File: src/hw/rtl/elgsv_pkg.sv
// Shared constants for the ElGamal signature verifier.
// Holds field widths and register indexes; no dependencies.
`default_nettype none

package elgsv_pkg;

   localparam int FIELD_WIDTH     = 16;
   localparam int CSR_INDEX_WIDTH = 2;
   localparam int CSR_DATA_WIDTH  = 16;

   localparam logic [CSR_INDEX_WIDTH-1:0] CSR_MODULUS      = 2'd0;
   localparam logic [CSR_INDEX_WIDTH-1:0] CSR_GENERATOR    = 2'd1;
   localparam logic [CSR_INDEX_WIDTH-1:0] CSR_PUBLIC_VALUE = 2'd2;

endpackage

`default_nettype wire

File: src/hw/rtl/elgamal_signature_verify_top.sv
// Top level of the ElGamal signature verifier: key registers, sequencer, result register.
// Depends on elgsv_pkg and elgsv_mulmod.
`default_nettype none

// Checks q^x * x^y == g^m (mod p) for each request beat, with p, g, q taken from
// the configuration registers, and answers with one response beat holding 1 on a
// match. One request is worked at a time. The bases are first reduced mod p,
// one bit per cycle over all max(16, MOD_WIDTH) bits. Then three powers run by
// right-to-left square-and-multiply on one shared bit-serial multiplier, and one
// product joins the first two. A multiply ends early when its multiplier has
// leading zeros. Each exponent bit passes a test state and then, for a set bit,
// a multiply, then a square. Short exponents or a small modulus shorten a
// request; a modulus below two skips the work and answers 0.
module elgamal_signature_verify_top #(
   parameter int MOD_WIDTH = 16
) (
   input  wire logic                                   clock,
   input  wire logic                                   reset,
   input  wire logic                                   req_valid,
   output logic                                        req_stall,
   input  wire logic [elgsv_pkg::FIELD_WIDTH-1:0]      req_message,
   input  wire logic [elgsv_pkg::FIELD_WIDTH-1:0]      req_sig_first,
   input  wire logic [elgsv_pkg::FIELD_WIDTH-1:0]      req_sig_second,
   output logic                                        rsp_valid,
   input  wire logic                                   rsp_stall,
   output logic                                        rsp_valid_res,
   input  wire logic                                   csr_we,
   input  wire logic [elgsv_pkg::CSR_INDEX_WIDTH-1:0]  csr_index,
   input  wire logic [elgsv_pkg::CSR_DATA_WIDTH-1:0]   csr_wdata
);

   localparam int FW    = elgsv_pkg::FIELD_WIDTH;
   localparam int RW    = (MOD_WIDTH > FW) ? MOD_WIDTH : FW;
   localparam int CNT_W = $clog2(RW);
   localparam int CW    = (MOD_WIDTH < elgsv_pkg::CSR_DATA_WIDTH) ?
                          MOD_WIDTH : elgsv_pkg::CSR_DATA_WIDTH;

   typedef enum logic [2:0] {
      S_IDLE,
      S_REDUCE,
      S_LOAD,
      S_POW_TEST,
      S_POW_MUL,
      S_POW_SQR,
      S_LHS_MUL,
      S_DONE
   } state_type;

   typedef enum logic [1:0] {
      POW_QX,
      POW_XY,
      POW_GM
   } pow_sel_type;

   state_type            state_ff;
   pow_sel_type          pow_ff;

   logic [MOD_WIDTH-1:0] mod_ff, gen_ff, pub_ff;
   logic [FW-1:0]        msg_ff, x_ff, y_ff;
   logic [RW-1:0]        shg_ff, shq_ff, shx_ff;
   logic [MOD_WIDTH-1:0] rg_ff, rq_ff, rx_ff;
   logic [CNT_W-1:0]     cnt_ff;
   logic [MOD_WIDTH-1:0] base_ff, acc_ff, r1_ff, lhs_ff;
   logic [FW-1:0]        exp_ff;
   logic                 res_ff;
   logic                 rsp_valid_ff, rsp_res_ff;

   logic                 mul_start;
   logic [MOD_WIDTH-1:0] mul_a, mul_b;
   logic                 mul_done;
   logic [MOD_WIDTH-1:0] mul_product;

   logic [CW-1:0]        csr_field;
   logic                 req_take;

   // one step of MSB-first reduction: r = (2r + bit) mod n
   function automatic logic [MOD_WIDTH-1:0] reduce_step(
      input logic [MOD_WIDTH-1:0] r,
      input logic                 bit_in,
      input logic [MOD_WIDTH-1:0] n
   );
      logic [MOD_WIDTH:0] t;
      logic [MOD_WIDTH:0] d;
      begin
         t = {r, bit_in};
         d = t - {1'b0, n};
         if (t >= {1'b0, n}) begin
            return d[MOD_WIDTH-1:0];
         end
         return t[MOD_WIDTH-1:0];
      end
   endfunction

   assign csr_field = csr_wdata[CW-1:0];
   assign req_stall = (state_ff != S_IDLE);
   assign req_take  = req_valid && !req_stall;

   // operand select for the shared multiplier
   always_comb begin
      mul_start = 1'b0;
      mul_a     = acc_ff;
      mul_b     = base_ff;
      unique case (state_ff)
         S_POW_TEST: begin
            if (exp_ff != '0) begin
               mul_start = 1'b1;
               if (!exp_ff[0]) begin
                  mul_a = base_ff;
               end
            end else if (pow_ff == POW_XY) begin
               mul_start = 1'b1;
               mul_a     = r1_ff;
               mul_b     = acc_ff;
            end
         end
         S_POW_MUL: begin
            mul_a = base_ff;
            if (mul_done) begin
               mul_start = 1'b1;
            end
         end
         default: begin
         end
      endcase
   end

   elgsv_mulmod #(
      .MOD_WIDTH(MOD_WIDTH)
   ) u_mulmod (
      .clock   (clock),
      .reset   (reset),
      .start   (mul_start),
      .a       (mul_a),
      .b       (mul_b),
      .n       (mod_ff),
      .done    (mul_done),
      .product (mul_product)
   );

   // key registers
   always_ff @(posedge clock) begin
      if (reset) begin
         mod_ff <= MOD_WIDTH'(11);
         gen_ff <= MOD_WIDTH'(2);
         pub_ff <= MOD_WIDTH'(9);
      end else if (csr_we) begin
         unique case (csr_index)
            elgsv_pkg::CSR_MODULUS:      mod_ff <= MOD_WIDTH'(csr_field);
            elgsv_pkg::CSR_GENERATOR:    gen_ff <= MOD_WIDTH'(csr_field);
            elgsv_pkg::CSR_PUBLIC_VALUE: pub_ff <= MOD_WIDTH'(csr_field);
            default: begin
            end
         endcase
      end
   end

   // sequencer and response register
   always_ff @(posedge clock) begin
      if (reset) begin
         state_ff     <= S_IDLE;
         pow_ff       <= POW_QX;
         rsp_valid_ff <= 1'b0;
      end else begin
         // the done state refills the slot itself
         if (rsp_valid_ff && !rsp_stall && (state_ff != S_DONE)) begin
            rsp_valid_ff <= 1'b0;
         end
         unique case (state_ff)
            S_IDLE: begin
               if (req_take) begin
                  msg_ff <= req_message;
                  x_ff   <= req_sig_first;
                  y_ff   <= req_sig_second;
                  shg_ff <= RW'(gen_ff);
                  shq_ff <= RW'(pub_ff);
                  shx_ff <= RW'(req_sig_first);
                  rg_ff  <= '0;
                  rq_ff  <= '0;
                  rx_ff  <= '0;
                  cnt_ff <= '0;
                  if (mod_ff < MOD_WIDTH'(2)) begin
                     res_ff   <= 1'b0;
                     state_ff <= S_DONE;
                  end else begin
                     state_ff <= S_REDUCE;
                  end
               end
            end
            S_REDUCE: begin
               rg_ff  <= reduce_step(rg_ff, shg_ff[RW-1], mod_ff);
               rq_ff  <= reduce_step(rq_ff, shq_ff[RW-1], mod_ff);
               rx_ff  <= reduce_step(rx_ff, shx_ff[RW-1], mod_ff);
               shg_ff <= shg_ff << 1;
               shq_ff <= shq_ff << 1;
               shx_ff <= shx_ff << 1;
               cnt_ff <= cnt_ff + CNT_W'(1);
               if (cnt_ff == CNT_W'(RW - 1)) begin
                  state_ff <= S_LOAD;
               end
            end
            S_LOAD: begin
               base_ff  <= rq_ff;
               exp_ff   <= x_ff;
               acc_ff   <= MOD_WIDTH'(1);
               pow_ff   <= POW_QX;
               state_ff <= S_POW_TEST;
            end
            S_POW_TEST: begin
               if (exp_ff != '0) begin
                  state_ff <= exp_ff[0] ? S_POW_MUL : S_POW_SQR;
               end else begin
                  unique case (pow_ff)
                     POW_QX: begin
                        r1_ff   <= acc_ff;
                        base_ff <= rx_ff;
                        exp_ff  <= y_ff;
                        acc_ff  <= MOD_WIDTH'(1);
                        pow_ff  <= POW_XY;
                     end
                     POW_XY: begin
                        state_ff <= S_LHS_MUL;
                     end
                     default: begin
                        res_ff   <= (lhs_ff == acc_ff);
                        state_ff <= S_DONE;
                     end
                  endcase
               end
            end
            S_POW_MUL: begin
               // square starts in the same cycle
               if (mul_done) begin
                  acc_ff   <= mul_product;
                  state_ff <= S_POW_SQR;
               end
            end
            S_POW_SQR: begin
               if (mul_done) begin
                  base_ff  <= mul_product;
                  exp_ff   <= exp_ff >> 1;
                  state_ff <= S_POW_TEST;
               end
            end
            S_LHS_MUL: begin
               if (mul_done) begin
                  lhs_ff   <= mul_product;
                  base_ff  <= rg_ff;
                  exp_ff   <= msg_ff;
                  acc_ff   <= MOD_WIDTH'(1);
                  pow_ff   <= POW_GM;
                  state_ff <= S_POW_TEST;
               end
            end
            S_DONE: begin
               // hold until the response slot frees up
               if (!rsp_valid_ff || !rsp_stall) begin
                  rsp_valid_ff <= 1'b1;
                  rsp_res_ff   <= res_ff;
                  state_ff     <= S_IDLE;
               end
            end
            default: begin
               state_ff <= S_IDLE;
            end
         endcase
      end
   end

   assign rsp_valid     = rsp_valid_ff;
   assign rsp_valid_res = rsp_res_ff;

endmodule

`default_nettype wire

File: src/hw/rtl/elgsv_mulmod.sv
// Bit-serial modular multiplier: shift-and-add, one multiplier bit per cycle.
// Standalone; operands must be below the modulus, and the user must hold the modulus while busy (not enforced here).
`default_nettype none

module elgsv_mulmod #(
   parameter int MOD_WIDTH = 16
) (
   input  wire logic                 clock,
   input  wire logic                 reset,
   input  wire logic                 start,
   input  wire logic [MOD_WIDTH-1:0] a,
   input  wire logic [MOD_WIDTH-1:0] b,
   input  wire logic [MOD_WIDTH-1:0] n,
   output logic                      done,
   output logic [MOD_WIDTH-1:0]      product
);

   logic                 busy_ff, busy_in;
   logic [MOD_WIDTH-1:0] a_ff, a_in;
   logic [MOD_WIDTH-1:0] b_ff, b_in;
   logic [MOD_WIDTH-1:0] acc_ff, acc_in;

   // (x + y) mod n for x, y < n
   function automatic logic [MOD_WIDTH-1:0] add_mod(
      input logic [MOD_WIDTH-1:0] x,
      input logic [MOD_WIDTH-1:0] y,
      input logic [MOD_WIDTH-1:0] m
   );
      logic [MOD_WIDTH:0] s;
      logic [MOD_WIDTH:0] d;
      begin
         s = {1'b0, x} + {1'b0, y};
         d = s - {1'b0, m};
         if (s >= {1'b0, m}) begin
            return d[MOD_WIDTH-1:0];
         end
         return s[MOD_WIDTH-1:0];
      end
   endfunction

   always_comb begin
      busy_in = busy_ff;
      a_in    = a_ff;
      b_in    = b_ff;
      acc_in  = acc_ff;
      if (start) begin
         busy_in = 1'b1;
         a_in    = a;
         b_in    = b;
         acc_in  = '0;
      end else if (busy_ff) begin
         if (b_ff == '0) begin
            busy_in = 1'b0;
         end else begin
            if (b_ff[0]) begin
               acc_in = add_mod(acc_ff, a_ff, n);
            end
            a_in = add_mod(a_ff, a_ff, n);
            b_in = b_ff >> 1;
         end
      end
   end

   always_ff @(posedge clock) begin
      if (reset) begin
         busy_ff <= 1'b0;
      end else begin
         busy_ff <= busy_in;
      end
      a_ff   <= a_in;
      b_ff   <= b_in;
      acc_ff <= acc_in;
   end

   // finished once the multiplier bits run out
   assign done    = busy_ff && (b_ff == '0);
   assign product = acc_ff;

endmodule

`default_nettype wire

File: config.mk
export PLATFORM = sky130hd
export DESIGN_NAME = elgamal_signature_verify_top
export DESIGN_NICKNAME = d
export VERILOG_FILES = /design/src/hw/rtl/elgsv_pkg.sv /design/src/hw/rtl/elgamal_signature_verify_top.sv /design/src/hw/rtl/elgsv_mulmod.sv
export SDC_FILE = /design/constraint.sdc
export NUM_CORES = 1
export LEC_CHECK = 0
export BUFFER_PORTS_ARGS = -buffer_cell sky130_fd_sc_hd__buf_4
export CORE_ASPECT_RATIO = 0.8
export CORE_UTILIZATION = 50
export CTS_CLUSTER_SIZE = 24
export DETAILED_ROUTE_END_ITERATION = 8
export PLACE_DENSITY = 0.71
export SLEW_MARGIN = 20
export SYNTH_ARGS = -nofsm -noshare
export SYNTH_HDL_FRONTEND = slang
export SYNTH_SLANG_ARGS = --single-unit
File: constraint.sdc
create_clock -name clock -period 10.9 [get_ports clock]
set_input_delay 1.09 -clock clock [delete_from_list [all_inputs] [get_ports clock]]
set_output_delay 1.09 -clock clock [all_outputs]
set_load 0.02 [all_outputs]
==> results by group, run 1 <==
Run status
  • Status: completed

Clock tree
  • Sink Count: about 330
  • TritonCTS Buffers: 36
  • CTS tree: yes
  • Post-CTS sizing: 0
  • CTS clk-pin slew, worst paths: ~0.07 ns
  • Clk root buf: clkbuf_16
  • Cts hold-fix bufs: 0
  • Postcts setup bufs: 0
  • Worst skew pair latency: between 0.5 and 0.6 ns
  • H-tree levels: 2
  • Clock Path Buffers: 3

Placed design
  • GPL Wtd Cong: ~0.95
  • Final HPWL DP: between 30000 and 40000 um
  • Placement Cell Area: between 15000 and 20000 sq um
  • Port bufs: 73
  • Dpl ws: between 6 and 7 ns

Finish
  • Share of cells above drive strength 1: around a tenth
  • ANT cells: 0
  • Final Cell Area: between 20000 and 25000 sq um
  • Synth-to-Final Area Change: 12.1%
  • Final net count: ~2000
  • Reg area: between 9000 and 10000 sq um
  • Multi-input combinational cell area: about 9000 sq um
  • Fill cell count: slightly above 3000

Floorplanning
  • # IOs: 74
  • Die Wd: around 220 um
  • CORE AREA: around 36000 sq um
  • Chip Height: between 150 and 200 um
  • Die area: around 38000 sq um
  • Initial Util: 51.3%
  • Row count: between 60 and 70

Synthesis
  • Post-synthesis mux area share: 4.47%
  • Fraction of registers with async set/reset: 0%
  • Synth Register Bits: about 330
  • Post-synth top cells: nand2_1, edfxtp_1, a21oi_1, nor2_1, ha_1
  • Most frequent cell after synthesis: nand2_1
  • Post-synth top area share: 42.3%
  • Synth Cell Area: 18600 sq um
  • Synth Area in Adders: under 10%
  • Syn Area/Cell: about 10 sq um
  • Yosys top cell by area: edfxtp_1
  • Main combinational cell family by area after synthesis: compound AO/OA/AOI/OAI gates
  • Synth Area in Simple Gates: about 15%
  • Synth Area in Compound Gates: between 15 and 20%
  • EDFF count, synth: 262
  • Syn Nets: roughly 2000
  • Seq/Total Area, Yosys: 49.9%
  • Synth warn: 0
  • Cells after synthesis: 1807
  • XOR/XNOR Fraction of Synth Area: around 4.2%
  • Most used DFF post-synth: edfxtp_1
  • Synth unique cells: 79
  • Synth area leaders: edfxtp_1, dfxtp_1, nand2_1

STA
  • RSZ-0062 raised after global routing: no
  • Setup slack after layout: between 6 and 7 ns
  • Slew HR: between 20% and 30%
  • Final Setup Violations: 0
  • Hold_ws: between 0.4 and 0.5 ns
  • Final hold viol count: 0
  • F_max: about 0.22 GHz
  • Final Max Tran Viols: 0
  • Setup TNS: 0 ns
  • Final period utilization: 41.0%
  • Actual slew at the worst max-slew pin: between 1 and 1.5 ns
  • Period minus WS final: 4.47 ns
  • Skew final: 0.0374 ns

Critical path
  • CP required: 11.33 ns
  • CP max-delay cell: o41ai_1
  • Most used cell, CP: a21oi_1
  • Cells along the critical path: ha_1, fa_1, a21oi_1, o21ai_1, a21oi_1, o21bai_1, a21oi_1, xnor2_1, ha_1, nand3_1, o41ai_1, o311a_4, nor2_8, o31a_1, a211oi_1
  • CP Capture Type: flip-flop
  • Crit path DAT: between 4 and 5 ns
  • Startpoint types: flip-flop
  • Critical path type: flip-flop to flip-flop
  • Critical Path Max Stage Delay: between 0.7 and 0.8 ns
  • CP Max Fanout: 14

Power and ir drop
  • Share of total power in sequential cells: around 33%
  • Pleak: between 8 and 9 nW
  • Switching share of power: 40.2%
  • Power share of the clock group: a little over a fifth
  • Comb power frac: a little under half
  • Cell Pwr Density: between 200 and 300 nW/um^2
  • Internal: ~0.0035 W
  • Psw: between 0.002 and 0.0025 W
  • Maximum VDD drop: 0.253 mV

Routing
  • Via count: approximately 15000
  • Average vias per placed instance: around 6.1
  • Final WL: ~50000 um
  • DRC viols: 0
  • Post-route antenna net violation count: 0
  • Initial DRC count: 1635
  • WL/cell: 21.4 um
  • Total iterations of the first detailed-routing run: 7

GRT
  • GRT Util Overall: a little over a quarter
  • Grt total ovfl: 0
  • First-pass GRT wire length: slightly below 80000 um
  • Vias in the first global route: ~14000
  • Initial antenna violation count: 1
  • Largest net degree at the start of global routing: 90

Flow run
  • Max-cap viol count: 0

Min path
  • Hold Path Class: flip-flop to flip-flop
## flip-flops by register name, summed over array words and instances, names as in the netlist, 4 cells and up
register and flops:
acc_ff 16, base_ff 16, exp_ff 16, gen_ff 16, lhs_ff 16, mod_ff 16
msg_ff 16, pub_ff 16, r1_ff 16, rg_ff 16, rq_ff 16, rx_ff 16
shg_ff 16, shq_ff 16, shx_ff 16, u_mulmod.a_ff 16, u_mulmod.b_ff 16, u_mulmod.product 16
x_ff 16, y_ff 16, cnt_ff 4
## cells by family after synthesis
kind of cell | Yosys count
XOR/XNOR | 89
adder cells (fa/ha/maj) | 103
buffers and inverters | 129
AO/OA/AOI/OAI | 423
AND/OR/NAND/NOR | 647
flip-flops | 333
multiplexers | 83
## per-stage QoR
| step | utilization (%) | total power [W] | cells |
|---|---|---|---|
| 6_report | 57.5 | 0.00591 | 2366 |
| 5_1_grt | 57.5 | 0.00625 | 2366 |
| 4_1_cts | 57.4 | 0.00586 | 2365 |
| 3_5_place_dp | 54.1 | 0.00460 | 2300 |
| 3_3_place_gp | 54.1 | 0.00452 | 2300 |
| 2_1_floorplan | - | 0.00400 | 1807 |
## power groups by stage
stage	Clock, W	Combinational [W]	Sequential, W
after CTS	0.00126	0.00268	0.00192
after global routing	0.00131	0.00299	0.00195
after global placement	0	0.00258	0.00194
final	0.00125	0.00272	0.00193
after detailed placement	0	0.00265	0.00195
after floorplan	0	0.00214	0.00186
## worst max-delay path, delay by kind of cell (launching register included)
family	cells	cell delay, ns
adder cells (fa/ha/maj)	3	1.03
XOR/XNOR	1	0.11
flip-flops	1	0.42
AO/OA/AOI/OAI	9	2.53
AND/OR/NAND/NOR	2	0.27
## placed cells by master, fill, tap and decap left out, drive strengths merged, types with 31 or more instances in the layout
cell and count:
o21ai 63, a22oi 33, a22o 33, ha 97, inv 53, xor2 40
edfxtp 262, a21oi 135, buf 93, nand2 348, nor3 36, a21o 31
mux2i 82, xnor2 49, nor2 119, dfxtp 71, clkbuf 45
## routing by layer
metal,part of all wire [%],vias to the layer above,GRT usage (%)
met1,45,7002,38.5
li1,-,6775,-
met5,0,-,0
met3,9.8,91,6.82
met2,43,633,38.8
met4,2.5,0,8.39
## layout make-up
class,count,area share (%)
inverters,50,0.899
multi-input cells,1345,42.6
clock buffers,45,4.57
clock inverters,20,1.11
flip-flops and latches,333,44.5
well taps,480,2.88
repair buffers,93,3.44
## path summary, 6_finish.rpt
path,startpoint,end,slack [ns],cells after the start
setup / recovery,u_mulmod.a_ff[0]$_DFFE_PP_,u_mulmod.product[12]$_SDFFE_PP0P_,6.43,15
hold / removal,res_ff$_SDFFCE_PN0P_,rsp_valid_res$_DFFE_PP_,0.43,0
setup reg to reg,u_mulmod.a_ff[0]$_DFFE_PP_,u_mulmod.product[12]$_SDFFE_PP0P_,6.43,15
hold reg to reg,res_ff$_SDFFCE_PN0P_,rsp_valid_res$_DFFE_PP_,0.43,0
Note: power is estimated with default switching activity, not from simulation.
==> inputs of run 2 (changes only) <==
--- a/config.mk
+++ b/config.mk
@@ -5,6 +5,7 @@
 export SDC_FILE = /design/constraint.sdc
 export NUM_CORES = 1
 export LEC_CHECK = 0
+export ABC_AREA = 1
 export BUFFER_PORTS_ARGS = -buffer_cell sky130_fd_sc_hd__buf_4
 export CORE_ASPECT_RATIO = 0.8
 export CORE_UTILIZATION = 50
==> constraint.sdc (replaced) <==
create_clock -name clock -period 3.7 [get_ports clock]
set_input_delay 0.37 -clock clock [delete_from_list [all_inputs] [get_ports clock]]
set_output_delay 0.37 -clock clock [all_outputs]
set_load 0.02 [all_outputs]
==> run 2 against run 1 <==
  * Non-clock buffer count up 38
  * Sequential share of layout area down 3.3 points
  * Sequential cell count unchanged
  * Fmax up 29%
  * Critical path type unchanged
  * Critical endpoint is now u_mulmod.product[10]$_SDFFE_PP0P_
  * Largest cell class is now multi-input combinational cells
==> results by group, run 2 <==
Run status
  • Status: completed (unchanged)

Synthesis
  • Yosys top cell by area: edfxtp_1 (unchanged)
  • Synth Cell Area: 20000 sq um (was 18600 sq um)
  • Synth Register Bits: 333 (unchanged)
  • Synth area leaders: edfxtp_1, nand2_1, dfxtp_1 (was edfxtp_1, dfxtp_1, nand2_1)
  • Syn Area/Cell: 8.12 sq um (was 10.3 sq um)
  • Seq/Total Area, Yosys: 46.5% (was 49.9%)
  • Cells after synthesis: 2459 (was 1807)
  • Synth unique cells: 60 (was 79)
  • Fraction of registers with async set/reset: 0% (unchanged)
  • Syn Nets: 2633 (was 1981)
  • Most used DFF post-synth: edfxtp_1 (unchanged)
  • Post-synth top area share: 39.4% (was 42.3%)
  • Most frequent cell after synthesis: nand2_1 (unchanged)
  • Synth warn: 0 (unchanged)
  • EDFF count, synth: 262 (unchanged)
  • Post-synth top cells: nand2_1, edfxtp_1, inv_1, nor2_1, a21oi_1 (was nand2_1, edfxtp_1, a21oi_1, nor2_1, ha_1)

Routing
  • Via count: 17255 (was 14501)
  • Final WL: 58900 um (was 50700 um)
  • Initial DRC count: 1894 (was 1635)
  • Average vias per placed instance: 5.54 (was 6.13)
  • Post-route antenna net violation count: 0 (unchanged)
  • DRC viols: 0 (unchanged)
  • WL/cell: 18.9 um (was 21.4 um)
  • Total iterations of the first detailed-routing run: 6 (was 7)

Critical path
  • CP required: 4.14 ns (was 11.33 ns)
  • Startpoint types: flip-flop (unchanged)
  • Crit path DAT: 3.90 ns (was 4.90 ns)
  • Reg2Reg Capture Point: u_mulmod.product[10]$_SDFFE_PP0P_ (was u_mulmod.product[12]$_SDFFE_PP0P_)
  • Critical path type: flip-flop to flip-flop (unchanged)
  • Reg2reg path depth: 22 (was 15)
  • R2r setup slk: 0.24 ns (was 6.43 ns)
  • CP Capture Type: flip-flop (unchanged)
  • CP Max Fanout: 10 (was 14)
  • R2r startpoint: u_mulmod.a_ff[0]$_DFFE_PP_ (unchanged)

Finish
  • Share of cells above drive strength 1: 9.71% (was 10.7%)
  • Util after Layout: 57.1% (was 57.5%)
  • Final Cell Area: 22500 sq um (was 20900 sq um)
  • Synth-to-Final Area Change: 12.7% (was 12.1%)
  • Fill cell count: 3566 (was 3066)
  • Final net count: 2724 (was 2033)
  • Final std cells w/o fill: 3112 (was 2366)
  • Commonest non-fill, non-tap cells in the layout: nand2_1, edfxtp_1, inv_1 (was nand2_1, edfxtp_1, a21oi_1)
  • Most common library cell in the layout ignoring fill and taps: nand2_1 (unchanged)

Clock tree
  • H-tree levels: 2 (unchanged)
  • Worst skew pair latency: 0.54 ns (was 0.55 ns)
  • CTS clk-pin slew, worst paths: 0.06 ns (was 0.07 ns)
  • Clk root buf: clkbuf_16 (unchanged)
  • Clock Path Buffers: 3 (unchanged)
  • CTS tree: yes (unchanged)
  • Sink Count: 333 (unchanged)
  • TritonCTS Buffers: 36 (unchanged)

Power and ir drop
  • Comb power frac: 50.8% (was 46.1%)
  • Power share of the clock group: 18.7% (was 21.2%)
  • Pleak: 9.91 nW (was 8.07 nW)
  • Cell Pwr Density: 864 nW/um^2 (was 283 nW/um^2)
  • Internal: 0.0108 W (was 0.00353 W)
  • Switching share of power: 44.4% (was 40.2%)
  • Maximum VDD drop: 0.522 mV (was 0.253 mV)
  • Share of total power in sequential cells: 30.5% (was 32.7%)
  • Psw: 0.00864 W (was 0.00237 W)

Min path
  • Hold endpoint: msg_ff[5]$_DFFE_PP_ (was rsp_valid_res$_DFFE_PP_)
  • HP Start: req_message[5] (was res_ff$_SDFFCE_PN0P_)
  • Hold Path Class: input pin to flip-flop (was flip-flop to flip-flop)
  • Hold path depth: 1 (was 0)

Placed design
  • GPL Wtd Cong: 0.951 (was 0.953)
  • Final HPWL DP: 42700 um (was 35500 um)
  • Port bufs: 73 (unchanged)
  • Placement Cell Area: 21200 sq um (was 19600 sq um)
  • Cells after DPL: 3030 (was 2300)

GRT
  • Grt total ovfl: 0 (unchanged)
  • Global Route met2 Usage: 44.2% (was 38.8%)
  • Grt met3 use: 4.59% (was 6.82%)
  • First-pass GRT wire length: 91700 um (was 77500 um)
  • Grt peak-use layer: met2 (unchanged)
  • Initial antenna violation count: 0 (was 1)
  • Met1 GRT Util: 42.4% (was 38.5%)
  • Largest net degree at the start of global routing: 63 (was 90)
  • GRT Util Overall: 29.1% (was 26.6%)
  • Vias in the first global route: 16349 (was 13699)

Floorplanning
  • Die Wd: 225 um (was 218 um)
  • Row count: 65 (was 62)
  • Die area: 40800 sq um (was 38000 sq um)
  • Chip Height: 181 um (was 175 um)
  • Initial Util: 50.6% (was 51.3%)
  • # IOs: 74 (unchanged)
  • CORE AREA: 39400 sq um (was 36300 sq um)

STA
  • Final Max Tran Viols: 0 (unchanged)
  • Setup TNS: 0 ns (unchanged)
  • Slew HR: 43.9% (was 28.5%)
  • Final hold viol count: 0 (unchanged)
  • F_max: 0.289 GHz (was 0.224 GHz)
  • Hold_ws: 0.0152 ns (was 0.429 ns)
  • Final period utilization: 93.5% (was 41.0%)
  • Actual slew at the worst max-slew pin: 0.838 ns (was 1.07 ns)
  • Skew final: 0.0162 ns (was 0.0374 ns)
  • Final Setup Violations: 0 (unchanged)
  • Period minus WS final: 3.46 ns (was 4.47 ns)
  • RSZ-0062 raised after global routing: no (unchanged)

Flow run
  • Max-cap viol count: 0 (unchanged)
run 2: worst max-delay path by stage:
stage	startpoint	end	slack [ns]	depth (start not counted)
floorplan	reset	cnt_ff[0]$_SDFFCE_PN0P_	0.25	5
global placement	u_mulmod.a_ff[0]$_DFFE_PP_	u_mulmod.product[8]$_SDFFE_PP0P_	0.33	21
detailed placement	u_mulmod.a_ff[0]$_DFFE_PP_	u_mulmod.product[8]$_SDFFE_PP0P_	0.15	21
CTS	u_mulmod.a_ff[0]$_DFFE_PP_	u_mulmod.product[8]$_SDFFE_PP0P_	0.13	21
global route	u_mulmod.a_ff[0]$_DFFE_PP_	u_mulmod.product[8]$_SDFFE_PP0P_	0.02	22
finish	u_mulmod.a_ff[0]$_DFFE_PP_	u_mulmod.product[10]$_SDFFE_PP0P_	0.24	22
run 2: power groups by stage:
stage	Clock (W)	Sequential, W	Combinational, W
finish	0.00364	0.00593	0.00989
floorplan	0	0.00572	0.00727
detailed placement	0	0.00597	0.00947
global placement	0	0.00595	0.00938
CTS	0.00366	0.00590	0.00954
global route	0.00383	0.00599	0.0111
run 2: what timing repair did:
item / in CTS / in global routing
hold endpoints to repair: 9 / 1
hold buffers: 9 / 1
gates resized for setup: 0 / 5
setup buffers: 0 / 7
endpoints found under the setup margin: 0 / 15
run 2: per-stage QoR:
step	power, W	setup WS, ns
5_1_grt	0.0209	0.0242
6_report	0.0195	0.239
3_5_place_dp	0.0154	0.147
3_3_place_gp	0.0153	0.326
4_1_cts	0.0191	0.135
2_1_floorplan	0.0130	0.247
run 2: cell families after synthesis:
family          Yosys count  synth area share (%)
simple gates           1224                  25.8
compound gates          385                  10.9
buf+inv                 344                  7.05
flops                   333                  46.5
fa+ha+maj               103                  6.68
xor+xnor                 70                  3.07
run 2: metal layers:
| metal | vias to the layer above | share of wire, % | routed length (um) |
|---|---|---|---|
| met4 | 0 | 3.0 | 1780 |
| met5 | - | 0 | 0 |
| li1 | 8388 | - | - |
| met1 | 8063 | 45 | 26400 |
| met2 | 693 | 44 | 25800 |
| met3 | 111 | 8.3 | 4910 |
run 2: cell type report:
class | instances | area (sq um) | share of cell area [%]
multi-input cells | 1783 | 9360 | 41.6
flip-flops and latches | 333 | 9290 | 41.3
repair buffers | 131 | 1030 | 4.59
inverters | 265 | 1000 | 4.45
clock buffers | 47 | 962 | 4.27
well taps | 536 | 671 | 2.98
clock inverters | 16 | 196 | 0.872
diodes | 1 | 2.50 | 0.0111
run 2: worst max-delay path, stage by stage, from the launching register on:
cell	delay (ns)
edfxtp_1	0.41
ha_2	0.22
fa_1	0.40
nand2_1	0.08
nand2_1	0.10
nand3_1	0.08
nand2_1	0.12
a21oi_2	0.18
xnor2_1	0.19
ha_1	0.33
nand2_2	0.11
inv_1	0.05
nand2_1	0.07
nor2_1	0.07
nand3_1	0.10
nand3_2	0.09
nor2_4	0.25
nand2_8	0.12
buf_4	0.14
nand2_1	0.05
nand3_1	0.07
nand2_1	0.08
inv_1	0.04
